--- src/sv/esc_utf8_pkg.sv ---
// Types, codes, constants and helper functions of the escape decoder.
package esc_utf8_pkg;

    // Default width of the code point counter.
    localparam int DEFAULT_COUNT_WIDTH = 32;

    // Decoder mode.
    typedef enum logic [2:0] {
        M_NORMAL,
        M_ESC,
        M_HEX_X,
        M_HEX_U4,
        M_HEX_U8
    } t_mode;

    // Error codes, sticky until the end of the string.
    localparam logic [2:0] ERR_NONE      = 3'd0;
    localparam logic [2:0] ERR_BAD_HEX   = 3'd1;
    localparam logic [2:0] ERR_TRUNC_HEX = 3'd2;
    localparam logic [2:0] ERR_BAD_UNI   = 3'd3;
    localparam logic [2:0] ERR_CP_RANGE  = 3'd4;
    localparam logic [2:0] ERR_BAD_START = 3'd5;
    localparam logic [2:0] ERR_BAD_CONT  = 3'd6;

    // Character kinds.
    localparam logic [1:0] KIND_ASCII = 2'd0;
    localparam logic [1:0] KIND_TWO   = 2'd1;
    localparam logic [1:0] KIND_THREE = 2'd2;
    localparam logic [1:0] KIND_FOUR  = 2'd3;

    // Source characters with a meaning after a backslash.
    localparam logic [7:0] CH_BSLASH = 8'h5C;
    localparam logic [7:0] CH_LOW_A  = 8'h61;
    localparam logic [7:0] CH_LOW_B  = 8'h62;
    localparam logic [7:0] CH_LOW_F  = 8'h66;
    localparam logic [7:0] CH_LOW_N  = 8'h6E;
    localparam logic [7:0] CH_LOW_R  = 8'h72;
    localparam logic [7:0] CH_LOW_T  = 8'h74;
    localparam logic [7:0] CH_LOW_V  = 8'h76;
    localparam logic [7:0] CH_LOW_X  = 8'h78;
    localparam logic [7:0] CH_LOW_U  = 8'h75;
    localparam logic [7:0] CH_UP_U   = 8'h55;

    // Control bytes produced by the simple escapes.
    localparam logic [7:0] CTL_BEL = 8'h07;
    localparam logic [7:0] CTL_BS  = 8'h08;
    localparam logic [7:0] CTL_FF  = 8'h0C;
    localparam logic [7:0] CTL_LF  = 8'h0A;
    localparam logic [7:0] CTL_CR  = 8'h0D;
    localparam logic [7:0] CTL_HT  = 8'h09;
    localparam logic [7:0] CTL_VT  = 8'h0B;

    // Largest code point plus one.
    localparam logic [31:0] CP_LIMIT = 32'h0011_0000;

    // Value of a hex digit; bit 4 set marks a character that is no hex digit.
    function automatic logic [4:0] hex_value(input logic [7:0] c);
        logic [4:0] v;
        if (c >= 8'h30 && c <= 8'h39) begin
            v = {1'b0, 4'(c - 8'h30)};
        end else if (c >= 8'h61 && c <= 8'h66) begin
            v = {1'b0, 4'(c - 8'h57)};
        end else if (c >= 8'h41 && c <= 8'h46) begin
            v = {1'b0, 4'(c - 8'h37)};
        end else begin
            v = 5'h10;
        end
        return v;
    endfunction

    // Simple escape lookup: bit 8 set when the character names a fixed byte.
    function automatic logic [8:0] esc_control(input logic [7:0] c);
        logic [8:0] r;
        case (c)
            CH_LOW_A:  r = {1'b1, CTL_BEL};
            CH_LOW_B:  r = {1'b1, CTL_BS};
            CH_LOW_F:  r = {1'b1, CTL_FF};
            CH_LOW_N:  r = {1'b1, CTL_LF};
            CH_LOW_R:  r = {1'b1, CTL_CR};
            CH_LOW_T:  r = {1'b1, CTL_HT};
            CH_LOW_V:  r = {1'b1, CTL_VT};
            CH_BSLASH: r = {1'b1, CH_BSLASH};
            default:   r = 9'h000;
        endcase
        return r;
    endfunction

endpackage

--- src/sv/escape_unescaper_utf8_validator_unit.sv ---
// Top level of the backslash escape decoder with UTF-8 checking.
//
// The block takes one source byte per beat and decodes backslash escapes
// (simple control escapes, \xhh, \uhhhh and \Uhhhhhhhh) while checking raw
// bytes as UTF-8. A source byte is taken into an input register, decoded
// combinationally into a registered result group of up to four bytes, and the
// group is handed out one result beat per cycle while the receiver is ready.
// A new source byte can be taken every cycle while the receiver is ready, so
// one byte per cycle is sustained whenever each byte yields at most one result;
// a byte that yields k results holds the output until all k are taken (k is at
// most four, the longest UTF-8 sequence). The final byte of a string always ends
// with a result that has string_done set, and all decoder state then returns to its reset value.
module escape_unescaper_utf8_validator_unit #(
    parameter int COUNT_WIDTH = esc_utf8_pkg::DEFAULT_COUNT_WIDTH
) (
    input  logic        i_clk,
    input  logic        i_rst_n,
    input  logic        i_valid,
    output logic        o_ready,
    input  logic [7:0]  i_in_byte,
    input  logic        i_last_byte,
    output logic        o_valid,
    input  logic        i_ready,
    output logic [7:0]  o_out_byte,
    output logic        o_byte_valid,
    output logic        o_run_end,
    output logic        o_string_done,
    output logic [2:0]  o_error_code,
    output logic [1:0]  o_char_kind,
    output logic [31:0] o_char_count
);

    // Input register.
    logic       r_in_valid;
    logic [7:0] r_in_byte;
    logic       r_in_last;

    // Decoder state.
    esc_utf8_pkg::t_mode    r_mode, n_mode;
    logic [3:0]             r_digits, n_digits;
    logic [31:0]            r_acc, n_acc;
    logic [1:0]             r_utf8, n_utf8;
    logic [1:0]             r_kind, n_kind;
    logic [COUNT_WIDTH-1:0] r_count, n_count;
    logic [2:0]             r_err, n_err;

    // Result group register.
    logic        r_busy;
    logic [1:0]  r_ptr;
    logic [2:0]  r_num;
    logic        r_has_bytes;
    logic        r_last;
    logic [7:0]  r_bytes [4];
    logic [2:0]  r_res_err;
    logic [1:0]  r_res_kind;
    logic [31:0] r_res_count;

    // Decode results of the byte in the input register.
    logic [7:0]              s_emit [4];
    logic [2:0]              s_emit_cnt;
    logic [1:0]              s_inc;
    logic                    s_raw_go;
    logic [4:0]              s_hex;
    logic [8:0]              s_ctl;
    logic [3:0]              s_dl;
    logic [2:0]              s_num;
    logic [COUNT_WIDTH:0]    s_sum;
    logic [COUNT_WIDTH+31:0] s_ext;
    logic [31:0]             s_count32;

    // Handshake control.
    logic s_last_beat;
    logic s_out_fire;
    logic s_move;
    logic s_in_fire;

    assign s_last_beat = r_busy && ({1'b0, r_ptr} == (r_num - 3'd1));
    assign s_out_fire  = r_busy && i_ready;
    assign s_move      = r_in_valid && (!r_busy || (i_ready && s_last_beat));
    assign o_ready     = !r_in_valid || s_move;
    assign s_in_fire   = i_valid && o_ready;

    // Decode one source byte against the current state.
    always_comb begin
        n_mode     = r_mode;
        n_digits   = r_digits;
        n_acc      = r_acc;
        n_utf8     = r_utf8;
        n_kind     = r_kind;
        n_err      = r_err;
        s_emit[0]  = 8'h00;
        s_emit[1]  = 8'h00;
        s_emit[2]  = 8'h00;
        s_emit[3]  = 8'h00;
        s_emit_cnt = 3'd0;
        s_inc      = 2'd0;
        s_raw_go   = 1'b0;
        s_hex      = esc_utf8_pkg::hex_value(r_in_byte);
        s_ctl      = esc_utf8_pkg::esc_control(r_in_byte);
        s_dl       = 4'd0;

        if (r_err == esc_utf8_pkg::ERR_NONE) begin
            unique case (r_mode)
                esc_utf8_pkg::M_NORMAL: begin
                    if (r_utf8 == 2'd0 && r_in_byte == esc_utf8_pkg::CH_BSLASH) begin
                        if (r_in_last) begin
                            // A trailing backslash is kept as it is.
                            s_emit[s_emit_cnt[1:0]] = esc_utf8_pkg::CH_BSLASH;
                            s_emit_cnt = s_emit_cnt + 3'd1;
                            s_inc = s_inc + 2'd1;
                        end else begin
                            n_mode = esc_utf8_pkg::M_ESC;
                        end
                    end else begin
                        s_raw_go = 1'b1;
                    end
                end
                esc_utf8_pkg::M_ESC: begin
                    n_mode = esc_utf8_pkg::M_NORMAL;
                    if (s_ctl[8]) begin
                        s_emit[s_emit_cnt[1:0]] = s_ctl[7:0];
                        s_emit_cnt = s_emit_cnt + 3'd1;
                        s_inc = s_inc + 2'd1;
                    end else if (r_in_byte == esc_utf8_pkg::CH_LOW_X) begin
                        n_mode   = esc_utf8_pkg::M_HEX_X;
                        n_digits = 4'd2;
                        n_acc    = 32'h0;
                    end else if (r_in_byte == esc_utf8_pkg::CH_LOW_U) begin
                        n_mode   = esc_utf8_pkg::M_HEX_U4;
                        n_digits = 4'd4;
                        n_acc    = 32'h0;
                    end else if (r_in_byte == esc_utf8_pkg::CH_UP_U) begin
                        n_mode   = esc_utf8_pkg::M_HEX_U8;
                        n_digits = 4'd8;
                        n_acc    = 32'h0;
                    end else begin
                        // Unknown escape: the backslash, then the character as raw.
                        s_emit[s_emit_cnt[1:0]] = esc_utf8_pkg::CH_BSLASH;
                        s_emit_cnt = s_emit_cnt + 3'd1;
                        s_inc = s_inc + 2'd1;
                        s_raw_go = 1'b1;
                    end
                end
                esc_utf8_pkg::M_HEX_X, esc_utf8_pkg::M_HEX_U4, esc_utf8_pkg::M_HEX_U8: begin
                    if (s_hex[4]) begin
                        n_err = (r_mode == esc_utf8_pkg::M_HEX_X) ?
                                esc_utf8_pkg::ERR_BAD_HEX : esc_utf8_pkg::ERR_BAD_UNI;
                    end else begin
                        n_acc    = {r_acc[27:0], s_hex[3:0]};
                        s_dl     = (r_digits == 4'd0) ? 4'd0 : r_digits - 4'd1;
                        n_digits = s_dl;
                        if (s_dl == 4'd0) begin
                            n_mode = esc_utf8_pkg::M_NORMAL;
                            if (r_mode == esc_utf8_pkg::M_HEX_X) begin
                                // A hex byte goes out unchecked.
                                s_emit[s_emit_cnt[1:0]] = n_acc[7:0];
                                s_emit_cnt = s_emit_cnt + 3'd1;
                                s_inc = s_inc + 2'd1;
                            end else if (n_acc >= esc_utf8_pkg::CP_LIMIT) begin
                                n_err = esc_utf8_pkg::ERR_CP_RANGE;
                            end else begin
                                // UTF-8 encoding of the code point.
                                if (n_acc < 32'h80) begin
                                    s_emit[0]  = n_acc[7:0];
                                    s_emit_cnt = 3'd1;
                                end else if (n_acc < 32'h800) begin
                                    s_emit[0]  = {3'b110, n_acc[10:6]};
                                    s_emit[1]  = {2'b10, n_acc[5:0]};
                                    s_emit_cnt = 3'd2;
                                    if (esc_utf8_pkg::KIND_TWO > n_kind) begin
                                        n_kind = esc_utf8_pkg::KIND_TWO;
                                    end
                                end else if (n_acc < 32'h1_0000) begin
                                    s_emit[0]  = {4'b1110, n_acc[15:12]};
                                    s_emit[1]  = {2'b10, n_acc[11:6]};
                                    s_emit[2]  = {2'b10, n_acc[5:0]};
                                    s_emit_cnt = 3'd3;
                                    if (esc_utf8_pkg::KIND_THREE > n_kind) begin
                                        n_kind = esc_utf8_pkg::KIND_THREE;
                                    end
                                end else begin
                                    s_emit[0]  = {5'b11110, n_acc[20:18]};
                                    s_emit[1]  = {2'b10, n_acc[17:12]};
                                    s_emit[2]  = {2'b10, n_acc[11:6]};
                                    s_emit[3]  = {2'b10, n_acc[5:0]};
                                    s_emit_cnt = 3'd4;
                                    n_kind     = esc_utf8_pkg::KIND_FOUR;
                                end
                                s_inc = s_inc + 2'd1;
                            end
                        end
                    end
                end
                default: begin
                    n_mode = esc_utf8_pkg::M_NORMAL;
                end
            endcase

            // UTF-8 check of a raw byte.
            if (s_raw_go) begin
                if (n_utf8 == 2'd0) begin
                    if (!r_in_byte[7]) begin
                        s_emit[s_emit_cnt[1:0]] = r_in_byte;
                        s_emit_cnt = s_emit_cnt + 3'd1;
                        s_inc = s_inc + 2'd1;
                    end else if (r_in_byte[7:5] == 3'b110) begin
                        if (esc_utf8_pkg::KIND_TWO > n_kind) begin
                            n_kind = esc_utf8_pkg::KIND_TWO;
                        end
                        n_utf8 = 2'd1;
                        s_emit[s_emit_cnt[1:0]] = r_in_byte;
                        s_emit_cnt = s_emit_cnt + 3'd1;
                    end else if (r_in_byte[7:4] == 4'b1110) begin
                        if (esc_utf8_pkg::KIND_THREE > n_kind) begin
                            n_kind = esc_utf8_pkg::KIND_THREE;
                        end
                        n_utf8 = 2'd2;
                        s_emit[s_emit_cnt[1:0]] = r_in_byte;
                        s_emit_cnt = s_emit_cnt + 3'd1;
                    end else if (r_in_byte[7:3] == 5'b11110) begin
                        n_kind = esc_utf8_pkg::KIND_FOUR;
                        n_utf8 = 2'd3;
                        s_emit[s_emit_cnt[1:0]] = r_in_byte;
                        s_emit_cnt = s_emit_cnt + 3'd1;
                    end else begin
                        n_err = esc_utf8_pkg::ERR_BAD_START;
                    end
                end else if (r_in_byte[7:6] == 2'b10) begin
                    s_emit[s_emit_cnt[1:0]] = r_in_byte;
                    s_emit_cnt = s_emit_cnt + 3'd1;
                    n_utf8 = n_utf8 - 2'd1;
                    if (n_utf8 == 2'd0) begin
                        s_inc = s_inc + 2'd1;
                    end
                end else begin
                    n_err = esc_utf8_pkg::ERR_BAD_CONT;
                end
            end

            // A string that ends inside an escape or a UTF-8 sequence.
            if (r_in_last && n_err == esc_utf8_pkg::ERR_NONE) begin
                if (n_mode == esc_utf8_pkg::M_HEX_X) begin
                    n_err = esc_utf8_pkg::ERR_TRUNC_HEX;
                end else if (n_mode != esc_utf8_pkg::M_NORMAL) begin
                    n_err = esc_utf8_pkg::ERR_BAD_UNI;
                end else if (n_utf8 != 2'd0) begin
                    n_err = esc_utf8_pkg::ERR_BAD_CONT;
                end
            end

            // An erroring byte outputs nothing.
            if (n_err != esc_utf8_pkg::ERR_NONE) begin
                s_emit_cnt = 3'd0;
            end
        end

        // Saturating code point count.
        s_sum   = {1'b0, r_count} + (COUNT_WIDTH + 1)'(s_inc);
        n_count = s_sum[COUNT_WIDTH] ? {COUNT_WIDTH{1'b1}} : s_sum[COUNT_WIDTH-1:0];

        // Count as reported on the 32-bit output.
        s_ext     = {32'h0, n_count};
        s_count32 = (|s_ext[COUNT_WIDTH+31:32]) ? 32'hFFFF_FFFF : s_ext[31:0];

        // The final byte always yields at least the summary result.
        s_num = (r_in_last && s_emit_cnt == 3'd0) ? 3'd1 : s_emit_cnt;
    end

    // Control and decoder state registers.
    always_ff @(posedge i_clk) begin
        if (!i_rst_n) begin
            r_in_valid <= 1'b0;
            r_busy     <= 1'b0;
            r_ptr      <= 2'd0;
            r_mode     <= esc_utf8_pkg::M_NORMAL;
            r_digits   <= 4'd0;
            r_acc      <= 32'h0;
            r_utf8     <= 2'd0;
            r_kind     <= esc_utf8_pkg::KIND_ASCII;
            r_count    <= '0;
            r_err      <= esc_utf8_pkg::ERR_NONE;
        end else begin
            if (s_in_fire) begin
                r_in_valid <= 1'b1;
            end else if (s_move) begin
                r_in_valid <= 1'b0;
            end

            if (s_move) begin
                if (r_in_last) begin
                    r_mode   <= esc_utf8_pkg::M_NORMAL;
                    r_digits <= 4'd0;
                    r_acc    <= 32'h0;
                    r_utf8   <= 2'd0;
                    r_kind   <= esc_utf8_pkg::KIND_ASCII;
                    r_count  <= '0;
                    r_err    <= esc_utf8_pkg::ERR_NONE;
                end else begin
                    r_mode   <= n_mode;
                    r_digits <= n_digits;
                    r_acc    <= n_acc;
                    r_utf8   <= n_utf8;
                    r_kind   <= n_kind;
                    r_count  <= n_count;
                    r_err    <= n_err;
                end
                r_busy <= (s_num != 3'd0);
                r_ptr  <= 2'd0;
            end else if (s_out_fire) begin
                if (s_last_beat) begin
                    r_busy <= 1'b0;
                end else begin
                    r_ptr <= r_ptr + 2'd1;
                end
            end
        end
    end

    // Payload registers.
    always_ff @(posedge i_clk) begin
        if (s_in_fire) begin
            r_in_byte <= i_in_byte;
            r_in_last <= i_last_byte;
        end
        if (s_move && s_num != 3'd0) begin
            r_bytes     <= s_emit;
            r_num       <= s_num;
            r_has_bytes <= (s_emit_cnt != 3'd0);
            r_last      <= r_in_last;
            r_res_err   <= n_err;
            r_res_kind  <= n_kind;
            r_res_count <= s_count32;
        end
    end

    // Result beat selection.
    assign o_valid       = r_busy;
    assign o_out_byte    = r_has_bytes ? r_bytes[r_ptr] : 8'h00;
    assign o_byte_valid  = r_has_bytes;
    assign o_run_end     = s_last_beat;
    assign o_string_done = s_last_beat && r_last;
    assign o_error_code  = r_res_err;
    assign o_char_kind   = r_res_kind;
    assign o_char_count  = r_res_count;

endmodule

--- config.mk ---
export PLATFORM = sky130hd
export DESIGN_NAME = escape_unescaper_utf8_validator_unit
export DESIGN_NICKNAME = d
export VERILOG_FILES = /design/src/sv/esc_utf8_pkg.sv /design/src/sv/escape_unescaper_utf8_validator_unit.sv
export SDC_FILE = /design/constraint.sdc
export NUM_CORES = 1
export LEC_CHECK = 0
export BUFFER_PORTS_ARGS = -buffer_cell sky130_fd_sc_hd__buf_2
export CAP_MARGIN = 5
export CORE_MARGIN = 2
export CORE_UTILIZATION = 50
export DETAILED_ROUTE_END_ITERATION = 6
export GPL_ROUTABILITY_DRIVEN = 0
export PLACE_DENSITY = 0.77
export RECOVER_POWER = 100
export SKIP_LAST_GASP = 1
export SYNTH_ARGS = -nofsm -noshare
export SYNTH_HDL_FRONTEND = slang
export SYNTH_SLANG_ARGS = --single-unit
--- constraint.sdc ---
create_clock -name i_clk -period 5.46 [get_ports i_clk]
set_input_delay 1.092 -clock i_clk [delete_from_list [all_inputs] [get_ports i_clk]]
set_output_delay 1.092 -clock i_clk [all_outputs]
set_load 0.05 [all_outputs]
**Word-level counts from Yosys, hierarchy flattened**

Index checks and enable logic that the tools add are counted.

- Bits in writable memories: 0
- Memories: 0
- ROM bits: 0
- Output and inout bits: 50
- Bits of input ports: 13
- Bits in registers: 161
- Latch bits: 0
- Logic and storage cells: 304

- Shifts and indexed selects: 0
- $add $sub $neg: 10
- Divide/modulo/power cells: 0
- Multipliers: 0
- Equal/unequal tests: 24
- Reductions and logical operators: 42
- Order comparisons: 17
- Multiplexer cells: 185
- Bitwise gates (word level): 4

Operators by type and width:

| kind | number |
|---|---|
| $mux 32 | 12 |
| $mux 24 | 12 |
| $mux 28 | 7 |
| $mux 3 | 49 |
| $eq 8x7->1 const B | 11 |
| $mux 2 | 39 |
| $mux 8 | 9 |
| $pmux 9 s8 | 1 |
| $pmux 28 s2 | 1 |
| $mux 7 | 5 |
| $add 32x2->33 | 1 |
| $bwmux 32 | 1 |
| $ge 32x21->1 const B | 1 |
| $lt 32x12->1 const B | 1 |
| $lt 32x17->1 const B | 1 |
| $lt 32x8->1 const B | 1 |
| $mux 16 | 2 |
| $mux 4 | 8 |
| $mux 1 | 27 |
| $pmux 8 s3 | 1 |
| $mux 21 | 1 |
| $pmux 3 s3 | 2 |
| $bmux 8 s2 | 1 |
| $demux 8 s2 | 1 |
| 41 further kinds | 87 |

**Longest topological paths before layout**

Gate-level depths: netlist of run 1.

- Depth after elaboration: 31
- Gate-level depth with buffers: 26
- Gate-level depth less buffers: 23

**Worst setup path after synthesis of run 1**

No wires, ideal clock.

- Kind: reg-to-reg
- Start: register r_in_byte[0]
- End: register r_has_bytes (netlist: o_byte_valid) (enable)
- Arrival time: 5011 ps
- Required time: 5002 ps
- Setup time: 458 ps
- Setup slack: -10 ps
- Cell stages (with the launch flop): 13
- Period minus slack after synthesis: 5470 ps
- Path buffers: 0
- Cells stage by stage: edfxtp_1 -> inv_1 -> ha_1 -> and4b_1 -> o21bai_1 -> a22o_2 -> a211oi_2 -> o21a_1 -> ha_1 -> or4_1 -> o211ai_2 -> o21ai_2 -> a21oi_2

- Longest elaborated chain between the ends: 31
- Elaborated cells between the ends (all ways): 102
- Those cells by class: add/sub (4); order compare (10); eq/ne (12); mux (63); reduce/logical (13)

RTL lines:

| element | line | source |
|---|---|---|
| start: declaration | escape_unescaper_utf8_validator_unit.sv:35 | `logic [7:0] r_in_byte;` |
| start signal: assignment | escape_unescaper_utf8_validator_unit.sv:322 | `r_in_byte <= i_in_byte;` |
| branches (longest 24 deep; another with $lt 32x17->1) | n/a |  |
| $mux 3 * | escape_unescaper_utf8_validator_unit.sv:252 | `if (n_err != esc_utf8_pkg::ERR_NONE) begin` |
| $mux 3 * | escape_unescaper_utf8_validator_unit.sv:102 | `if (r_err == esc_utf8_pkg::ERR_NONE) begin` |
| $logic_not 3->1 | escape_unescaper_utf8_validator_unit.sv:266 | `s_num = (r_in_last && s_emit_cnt == 3'd0) ? 3'd1 : s_emit_cnt;` |
| $logic_and 1x1->1 | escape_unescaper_utf8_validator_unit.sv:266 |  |
| $mux 3 * | escape_unescaper_utf8_validator_unit.sv:266 |  |
| $reduce_bool 3->1 * | escape_unescaper_utf8_validator_unit.sv:325 | `if (s_move && s_num != 3'd0) begin` |
| $logic_and 1x1->1 * | escape_unescaper_utf8_validator_unit.sv:325 |  |
| end signal: assignment | escape_unescaper_utf8_validator_unit.sv:328 | `r_has_bytes <= (s_emit_cnt != 3'd0);` |
| end: declaration | escape_unescaper_utf8_validator_unit.sv:51 | `logic r_has_bytes;` |

Mark *: on every way between the ends. The select of a mux whose other input is x is not followed.
A chain may end at the register's enable or synchronous reset.

**Worst setup path after layout of run 1**

- Start: register r_in_byte[1]
- End: register r_bytes[25] (netlist name) (enable)

- Longest elaborated chain between the ends: 31
- Elaborated cells between the ends (all ways): 102
- Those cells by class: add/sub (4); order compare (10); eq/ne (12); mux (63); reduce/logical (13)

RTL lines:

| element | line | source |
|---|---|---|
| branches (longest 24 deep; another with $lt 32x17->1) | n/a |  |
| $mux 3 * | escape_unescaper_utf8_validator_unit.sv:252 |  |
| $mux 3 * | escape_unescaper_utf8_validator_unit.sv:102 |  |
| $logic_not 3->1 | escape_unescaper_utf8_validator_unit.sv:266 |  |
| $logic_and 1x1->1 | escape_unescaper_utf8_validator_unit.sv:266 |  |
| $mux 3 * | escape_unescaper_utf8_validator_unit.sv:266 |  |
| $reduce_bool 3->1 * | escape_unescaper_utf8_validator_unit.sv:325 |  |
| $logic_and 1x1->1 * | escape_unescaper_utf8_validator_unit.sv:325 |  |
| end signal: assignment | escape_unescaper_utf8_validator_unit.sv:326 | `r_bytes <= s_emit;` |
| end: declaration | escape_unescaper_utf8_validator_unit.sv:53 | `logic [7:0] r_bytes [4];` |

Marked as above.

==> results of run 1 <==
==> worst max path at each step <==
stage	endpoint	depth (start not counted)	slack (ns)
global route	o_char_count[13]	24	0.04
detailed placement	r_count[11]	23	0.14
finish	r_bytes[25]	15	0.32
CTS	r_count[11]	23	0.11
global placement	r_count[22]	23	0.48
floorplan	o_char_count[18]	26	0.34
==> logic make-up (layout without fill, tap and decap cells) <==
| logic type | count (synthesis) | after routing | share of synthesized area, % |
|---|---|---|---|
| and+or+nand+nor | 419 | 419 | 22.5 |
| AOI/OAI and AO/OA | 294 | 294 | 21.8 |
| DFF | 161 | 161 | 43.8 |
| buffers and inverters | 95 | 159 | 4.44 |
| xor gates and xnor gates | 29 | 29 | 2.75 |
| adders and majority gates | 16 | 16 | 2.25 |
| muxes | 12 | 12 | 2.41 |
==> critical path: stages, from the launching register on <==
cell      delay, ns
edfxtp_1       0.43
inv_1          0.14
ha_1           0.24
or3b_1         0.41
and3_1         0.22
o21ai_0        0.53
nor4_4         0.09
clkbuf_1       0.35
nand2_1        0.26
inv_1          0.09
ha_1           0.27
or4_1          0.55
o211ai_1       0.15
o21ai_0        0.30
a21oi_4        0.25
buf_8          0.45
==> stage by stage <==
stage               utilization (%)  cells  worst slack, ns  power [mW]  hold slack [ns]
global placement               54.5   1285            0.477        1.62            0.457
global route                   57.4   1319           0.0354        2.87            0.502
floorplan                         -   1026            0.338        1.55            0.441
CTS                            57.8   1317            0.111        2.80            0.474
detailed placement             54.5   1285            0.144        1.62            0.466
finish                         57.4   1319            0.324        2.77            0.471
==> cells in the mapped netlist, drive strengths merged (3+ instances only) <==
master,count
ha,15
a32oi,3
a21boi,34
mux4,8
o21ai,77
o211ai,6
nor2b,7
nand3b,3
nor3b,5
a22o,29
o2bb2ai,4
xor2,8
nor3,22
o32ai,4
nand4,13
and3b,5
nand2,149
o22ai,5
o31ai,9
o21bai,5
inv,31
a211oi,10
and3,19
and4b,3
o21a,7
nor4,8
or3,8
a31oi,8
nand2b,12
a22oi,15
dfxtp,78
o22a,3
xnor2,21
nand3,60
edfxtp,83
and2,19
a21oi,48
buf,28
a21o,8
clkbuf,35
nor2,75
==> metal layers <==
metal	GRT usage (%)	vias to the layer above
li1	-	3879
met1	34.6	3776
met2	34.4	385
met3	5.06	47
met4	7.42	0
met5	0	-
==> final cells by class <==
class                   instances  area, um^2
inverters                      32         120
repair buffers                 95         487
clock inverters                13         136
fillers                      1599        7680
multi-input cells             770        4800
clock buffers                  19         464
flip-flops and latches        161        4050
well taps                     229         287
==> flip-flops by register name (all words and copies together), names as in the netlist <==
signal / flops
o_char_count: 32
r_bytes: 32
r_count: 32
r_acc: 28
r_in_byte: 8
r_digits: 4
o_error_code: 3
r_err: 3
r_mode: 3
r_num: 3
o_char_kind: 2
r_kind: 2
r_ptr: 2
r_utf8: 2
o_byte_valid: 1
o_valid: 1
r_in_last: 1
r_in_valid: 1
r_last: 1
==> report_power, final <==
group / switching, mW / internal, mW
registers: 0.0176 / 1.30
logic: 0.195 / 0.0765
clock network: 0.534 / 0.646
total: 0.747 / 2.02
==> repair_timing <==
item                       in CTS  in global routing
setup buffers                   0                  2
setup endpoints to repair       0                 61
resized for setup               0                 11
==> flow_metrics.py, run 1 <==
metrics = {
    "critical_path": {
        "critical_path.max_fanout": 74,
        "start_kind": "flip-flop",
        "r2r_setup_slack_ns": 0.32,
        "r2r_end": "r_bytes[25]",
        "crit_required_ns": 5.52,
        "r2r_cells": 15,
        "path_class": "reg2reg",
        "worst_setup_path_end_kind": "flip-flop",
        "r2r-start": "r_in_byte[1]",
        "arrival_ns": 5.20,
        "critPathLaunch": "r_in_byte[1]",
    },
    "placed_design": {
        "dp_hpwl_um": 16300,
        "portBuffers": 62,
        "placed_area_um2": 9820,
    },
    "logic_synthesis": {
        "synth_seq_cells": 161,
        "syn_inst": 1026,
        "synth_warnings": 0,
        "synth.distinct_cells": 84,
        "synth_edf_count": 83,
        "async_reset_ff_share_pct": 0,
        "synth_seq_area_share_pct": 43.8,
        "yosysTopAreaCellShare_pct": 27.0,
        "synth_area_per_cell_um2": 9.01,
        "netlist.top_cell.by_area": "edfxtp_1",
        "syn-num-nets": 1055,
        "synth_area_um2": 9250,
        "synth_flop_cell": "edfxtp_1",
        "yosys-top-cells-area": "edfxtp_1 (27%), dfxtp_1 (17%), nand2_1 (6.0%), o21ai_0 (3.7%), nand3_1 (3.2%)",
    },
    "floorplan": {
        "die-area_um2": 19600,
        "dieWidth_um": 140,
        "top_level_ports": 63,
        "die_y_um": 140,
        "core-area_um2": 18000,
        "initial_core_util_pct": 51.3,
        "num_rows": 49,
    },
    "power": {
        "peakVddDrop_mv": 0.214,
        "leakage_nw": 3.87,
        "powerDensity_nw_per_um2": 268,
    },
    "clocking": {
        "ctsHoldBuffers": 0,
        "cts_root_buf": "clkbuf_16",
        "cts_tree": "built",
        "insertion_delay_ns": 0.43,
        "clk_pin_slew_ns": 0.07,
        "numCtsBuffers": 17,
        "cts_buffer_depth": 2,
        "cts-htree-levels": 4,
        "clock_sink_count": 161,
    },
    "sta": {
        "setup_viol": 0,
        "grt_setup_unrepaired": "no",
        "max_freq_mhz": 195,
        "finalCritPeriodShare_pct": 94.1,
        "finalCriticalPeriod_ns": 5.14,
        "slew-limit-headroom_pct": 9.30,
        "timing_hold_violations_final": 0,
        "tns_ns": 0,
        "tightestPinTransition_ns": 1.36,
        "fin_skew_ns": 0.0136,
        "drv_slew": 0,
    },
    "global_route": {
        "grt_pass1_wl_um": 37600,
        "track_usage_pct": 23.4,
        "grt_overflow": 0,
        "grt_max_degree": 75,
        "antenna_found_initial": 0,
        "grt_pass1_vias": 7278,
    },
    "route": {
        "wl_met3_um": 1890,
        "drtIter0Drc": 917,
        "firstDrtPassIters": 6,
        "drt-total-wl_um": 23000,
        "vias_per_cell": 6.13,
        "wire_per_inst_um": 17.4,
        "route.met2.wl_um": 10100,
        "ant_nets": 0,
        "dr.max_layer_used": "met4",
        "drc_errors": 0,
        "dr_total_vias": 8087,
        "wl_met1_um": 10600,
    },
    "layout": {
        "area_growth_pct": 11.9,
        "final_common_cell": "nand2_1",
        "drive_gt1_share_pct": 10.4,
        "design_area_um2": 10300,
        "n_antenna_cell": 0,
        "final_nets": 1106,
        "layout_common_cells": "nand2_1 (149), edfxtp_1 (83), dfxtp_1 (78), nor2_1 (73), o21ai_0 (73)",
    },
    "status": {
        "status": "completed",
    },
    "hold_path": {
        "whs_endpoint": "r_acc[25]",
        "holdPathStages": 2,
        "min-delay-start": "r_acc[25]",
        "hold_class": "reg2reg",
    },
    "flow_run": {
        "maxCapViolCount": 0,
    },
}
(Power assumes the default switching activity.)
==> run 2: changes to the inputs <==
CTS_CLUSTER_SIZE = 25   (was not set)
SLEW_MARGIN = 20   (was not set)
clock period = 4.26 ns   (was 5.46 ns; I/O delays follow)
==> run 2 against run 1 <==
Against the previous run:
- the run now ends with design-rule violations, negative setup slack left
- maximum frequency increased by 11%
- cell count is 5.8% higher
- clock skew is 0.0023 ns lower
- via count rose by 6.3%
- worst hold slack better by 0.0065 ns
- critical path type unchanged
- largest power group unchanged
- clock power is 31% higher
- sequential share of layout area down 3.1 points
- power increased by 30%
- wire length up 8.5%
- critical path depth grew 9
- first-iteration DRC count is 0.11% lower
==> flow_metrics.py, run 2 (synthesized netlist as in run 1, its figures left out) <==
metrics = {
    "layout": {
        "final_nets": 1182,
        "final_core_utilization_pct": 62.4,
        "layout_common_cells": "nand2_1 (136), buf_4 (97), edfxtp_1 (83), dfxtp_1 (78), nor2_1 (70)",
        "n_antenna_cell": 0,
        "final_common_cell": "nand2_1",
        "post_layout_nonfiller_instances": 1395,
        "area_growth_pct": 21.6,
        "drive_gt1_share_pct": 20.5,
    },
    "route": {
        "drc_errors": 1,
        "firstDrtPassIters": 7,
        "vias_per_cell": 6.16,
        "drtIter0Drc": 916,
        "dr_total_vias": 8598,
        "drt-total-wl_um": 25000,
        "wire_per_inst_um": 17.9,
        "ant_nets": 0,
    },
    "placed_design": {
        "dp_hpwl_um": 17000,
        "dp.cells": 1352,
        "portBuffers": 62,
    },
    "sta": {
        "setup_viol": 64,
        "max_freq_mhz": 216,
        "finalCritPeriodShare_pct": 109,
        "finalCriticalPeriod_ns": 4.64,
        "fin_skew_ns": 0.0113,
        "grt_setup_unrepaired": "yes",
        "fin_ws_ns": -0.377,
        "drv_slew": 0,
        "tightestPinTransition_ns": 0.914,
        "timing_hold_violations_final": 0,
        "slew-limit-headroom_pct": 38.9,
    },
    "clocking": {
        "cts_buffer_depth": 2,
        "numCtsBuffers": 17,
        "cts_root_buf": "clkbuf_16",
        "insertion_delay_ns": 0.44,
        "ctsHoldBuffers": 0,
        "cts-htree-levels": 4,
        "clk_pin_slew_ns": 0.07,
        "cts_tree": "built",
        "clock_sink_count": 161,
    },
    "critical_path": {
        "r2r_end": "o_char_count[12]",
        "critical_path.max_fanout": 6,
        "worst_setup_path_end_kind": "flip-flop",
        "arrival_ns": 4.83,
        "r2r_cells": 24,
        "r2r-start": "r_in_byte[1]",
        "r2r_setup_slack_ns": -0.38,
        "critPathLaunch": "r_in_byte[1]",
        "path_class": "reg2reg",
        "crit_required_ns": 4.45,
        "endpoint": "o_char_count[12]",
        "start_kind": "flip-flop",
    },
    "floorplan": {
        "initial_core_util_pct": 51.3,
        "num_rows": 49,
        "die-area_um2": 19600,
        "dieWidth_um": 140,
        "die_y_um": 140,
        "top_level_ports": 63,
        "core-area_um2": 18000,
    },
    "global_route": {
        "antenna_found_initial": 0,
        "grt_pass1_wl_um": 39400,
        "track_usage_pct": 24.7,
        "grtUsageMet2_pct": 37.8,
        "grt_use_met3_pct": 5.40,
        "grt_busiest_layer": "met2",
        "grt_overflow": 0,
        "grt_max_degree": 54,
        "grtUsageMet1_pct": 35.0,
        "grt_pass1_vias": 7741,
    },
    "power": {
        "leakage_nw": 4.36,
        "powerDensity_nw_per_um2": 321,
        "peakVddDrop_mv": 0.281,
        "power.total_mw": 3.61,
    },
    "hold_path": {
        "hold_class": "reg2reg",
    },
    "status": {
        "violations": "design-rule violations, negative setup slack",
        "status": "complete, but fails checks",
    },
    "flow_run": {
        "maxCapViolCount": 0,
    },
}
## run 2: cell types whose count changed in the layout (fill, tap and decap cells not counted), sizes merged
cell,delta
clkinvlp,-1
buf,+86
clkbuf,-10
bufinv,+1
## run 2: worst min path at each step
stage           endpoint  slack, ns  cells past startpoint  startpoint
6_report       r_acc[27]       0.48                      2   r_acc[27]
5_1_grt        r_acc[24]       0.50                      2   r_acc[24]
4_1_cts        r_acc[27]       0.48                      2   r_acc[27]
3_5_place_dp   r_acc[26]       0.47                      2   r_acc[26]
3_3_place_gp   r_acc[24]       0.46                      2   r_acc[24]
2_1_floorplan  r_acc[25]       0.44                      2   r_acc[25]
## run 2: timing repair
| item | 4_1_cts | 5_1_grt |
|---|---|---|
| setup buffers | 5 | 6 |
| endpoints found under the setup margin | 64 | 64 |
| pin swaps | 5 | 3 |
| gates resized for setup | 14 | 41 |
## run 2: area by class of cell
cell class	count	area [um^2]
Tap cell	229	287
Multi-Input combinational cell	770	5070
Timing Repair Buffer	171	1120
Fill cell	1466	6780
Inverter	32	120
Clock buffer	19	454
Clock inverter	13	141
Sequential cell	161	4050
## run 2: stage by stage
stage / area (um^2) / worst slack [ns] / TNS [ns] / hold WS (ns)
5_1_grt: 11200 / -0.560 / -38.52 / 0.504
6_report: 11200 / -0.377 / -16.14 / 0.478
3_5_place_dp: 10400 / -0.394 / -16.70 / 0.472
2_1_floorplan: 9350 / -0.461 / -43.47 / 0.441
4_1_cts: 11100 / -0.185 / -7.27 / 0.480
3_3_place_gp: 10400 / -0.251 / -10.03 / 0.457
## run 2: power breakdown
part           switching (mW)  internal (mW)
sequential             0.0174           1.67
clock                   0.674          0.862
combinational           0.267          0.121
total                   0.959           2.65
## run 2: critical path, cell delays in order, from the launching register on
cell	delay [ns]
edfxtp_1	0.43
inv_2	0.10
ha_4	0.19
and4b_1	0.21
o21bai_4	0.17
a22o_4	0.23
a211oi_4	0.22
nand2_2	0.13
ha_4	0.29
nor3_2	0.03
a21oi_1	0.12
o21ai_1	0.07
a31oi_1	0.18
ha_2	0.22
inv_2	0.04
fa_2	0.34
and3b_2	0.25
buf_4	0.14
nand3_4	0.15
nor2_4	0.15
and3_1	0.20
nand3_1	0.14
buf_6	0.18
xnor2_1	0.16
nand2_2	0.07
## run 2: metal layers
metal,routed length [um],vias to the layer above
met5,0,-
met4,476,0
met3,1970,49
met2,11500,417
met1,11000,4111
li1,-,4021
==> run 3: changes to the inputs <==
PLACE_DENSITY = 0.78   (was 0.77)
==> run 3 against run 2 <==
Against the previous run:
- the flow finishes with violations (negative setup slack)
- worst hold slack worse by 0.011 ns
- global-route usage up 0.80 points
- sequential power about the same
- first-iteration DRC count down 5.9%
- largest power group unchanged
- non-clock buffer count up 1
- power down 1.1%
==> flow_metrics.py, run 3 (synthesized netlist as in run 1, its figures left out) <==
metrics = {
    "status": {
        "status": "complete, but fails checks",
        "violations": "negative setup slack",
    },
    "global_route": {
        "track_usage_pct": 25.5,
        "grt_pass1_wl_um": 40500,
        "grt_pass1_vias": 7841,
        "grt_overflow": 0,
        "grt_max_degree": 59,
        "antenna_found_initial": 0,
    },
    "floorplan": {
        "num_rows": 49,
        "die_y_um": 140,
        "core-area_um2": 18000,
        "die-area_um2": 19600,
        "top_level_ports": 63,
        "dieWidth_um": 140,
        "initial_core_util_pct": 51.3,
    },
    "sta": {
        "tns_ns": -26.61,
        "max_freq_mhz": 209,
        "finalCritPeriodShare_pct": 112,
        "setup_viol": 64,
        "fin_skew_ns": 0.00962,
        "drv_slew": 0,
        "tightestPinTransition_ns": 0.951,
        "slew-limit-headroom_pct": 36.4,
        "finalCriticalPeriod_ns": 4.79,
        "fin_ws_ns": -0.527,
        "grt_setup_unrepaired": "yes",
        "timing_hold_violations_final": 0,
    },
    "critical_path": {
        "r2r_cells": 24,
        "r2r_setup_slack_ns": -0.53,
        "r2r_end": "o_char_count[3]",
        "critical_path.max_fanout": 9,
        "start_kind": "flip-flop",
        "crit_required_ns": 4.56,
        "critPathLaunch": "r_in_byte[0]",
        "endpoint": "o_char_count[3]",
        "arrival_ns": 5.09,
        "path_class": "reg2reg",
        "r2r-start": "r_in_byte[0]",
        "slowest_stage": "edfxtp_1",
        "path_cells": "inv_2, ha_4, and4b_1, o21bai_1, a22o_4, a211oi_4, nand2_2, ha_4, nor3_2, a21oi_1, o21ai_1, a31oi_2, ha_2, inv_2, fa_2, and3b_2, and3_4, nand4_1, nor2_2, and3_4, buf_4, nand3_4, buf_4, nand2_1",
        "worst_setup_path_end_kind": "flip-flop",
        "max_stage_delay_ns": 0.46,
    },
    "route": {
        "drt-total-wl_um": 25300,
        "vias_per_cell": 6.17,
        "drtIter0Drc": 862,
        "ant_nets": 0,
        "drc_errors": 0,
        "wire_per_inst_um": 18.1,
        "dr_total_vias": 8620,
        "firstDrtPassIters": 5,
    },
    "power": {
        "leakage_nw": 4.37,
        "peakVddDrop_mv": 0.284,
        "powerDensity_nw_per_um2": 318,
    },
    "layout": {
        "post_layout_nonfiller_instances": 1398,
        "n_antenna_cell": 0,
        "area_growth_pct": 21.6,
        "final_nets": 1185,
        "layout_common_cells": "nand2_1 (141), buf_4 (102), edfxtp_1 (83), dfxtp_1 (78), nor2_1 (70)",
        "drive_gt1_share_pct": 21.0,
        "n_fill_cell": 1487,
        "design_area_um2": 11200,
        "final_common_cell": "nand2_1",
    },
    "placed_design": {
        "dp_hpwl_um": 17200,
        "dp.cells": 1354,
        "portBuffers": 62,
        "placed_area_um2": 10400,
        "place_ws_ns": -0.558,
    },
    "clocking": {
        "cts_buffer_depth": 2,
        "numCtsBuffers": 17,
        "cts-htree-levels": 4,
        "clock_sink_count": 161,
        "cts_tree": "built",
        "cts_root_buf": "clkbuf_16",
        "insertion_delay_ns": 0.44,
        "clk_pin_slew_ns": 0.07,
    },
    "hold_path": {
        "hold_class": "reg2reg",
    },
    "flow_run": {
        "maxCapViolCount": 0,
    },
}
run 3: changes by cell type in the layout (fill, tap and decap cells not counted), sizes merged:
cell | before | now
clkinv | 5 | 2
nand3 | 60 | 62
inv | 38 | 43
bufinv | 1 | 0
buf | 126 | 131
clkbuf | 64 | 59
run 3: how the worst min path moves through the flow:
stage | startpoint | to | slack (ns) | depth (start not counted)
2_1_floorplan | r_acc[25] | r_acc[25] | 0.44 | 2
3_3_place_gp | r_acc[24] | r_acc[24] | 0.45 | 2
3_5_place_dp | r_acc[25] | r_acc[25] | 0.46 | 2
4_1_cts | r_acc[25] | r_acc[25] | 0.47 | 2
5_1_grt | r_count[0] | r_count[0] | 0.50 | 1
6_report | r_acc[25] | r_acc[25] | 0.47 | 2
run 3: routing by layer:
metal  vias up  share of wire (%)  GRT usage (%)
met1      4016                 42           36.0
met4         0                2.8           8.79
met3        72                9.8           5.81
met5         -                  0              0
li1       4041                  -              -
met2       491                 45           38.6
run 3: critical path: cells and delay by family, from the launching register on:
kind	cells	cell delay (ns)
AND/OR/NAND/NOR	10	1.63
flip-flops	1	0.46
adder cells (fa/ha/maj)	4	1.02
AO/OA/AOI/OAI	6	1.06
buffers and inverters	4	0.50
run 3: metrics by stage:
| stage | power, mW | utilization, % | hold WS (ns) |
|---|---|---|---|
| after CTS | 3.58 | 61.6 | 0.470 |
| final | 3.57 | 62.4 | 0.466 |
| after detailed placement | 2.10 | 57.7 | 0.461 |
| after global placement | 2.10 | 57.7 | 0.452 |
| after global routing | 3.69 | 62.4 | 0.501 |
| after floorplan | 1.98 | - | 0.441 |
run 3: what timing repair did:
action | CTS | global route
endpoints found under the setup margin | 64 | 64
pin swaps | 9 | 9
gates resized for setup | 19 | 39
hold buffers | 0 | 0
gates cloned | 3 | 0
setup buffers | 5 | 5
run 3: area by class of cell:
type                            count  area [um^2]  share of cell area, %
Multi-Input combinational cell    772         5080                   45.2
Sequential cell                   161         4050                   36.1
Timing Repair Buffer              172         1130                   10.0
Clock buffer                       18          439                   3.91
Tap cell                          229          287                   2.55
Clock inverter                     14          136                   1.21
Inverter                           32          120                   1.07
run 3: power breakdown:
group	switching, mW	internal (mW)	total (mW)
Sequential	0.0194	1.67	1.69
Combinational	0.268	0.126	0.394
Clock	0.695	0.794	1.49
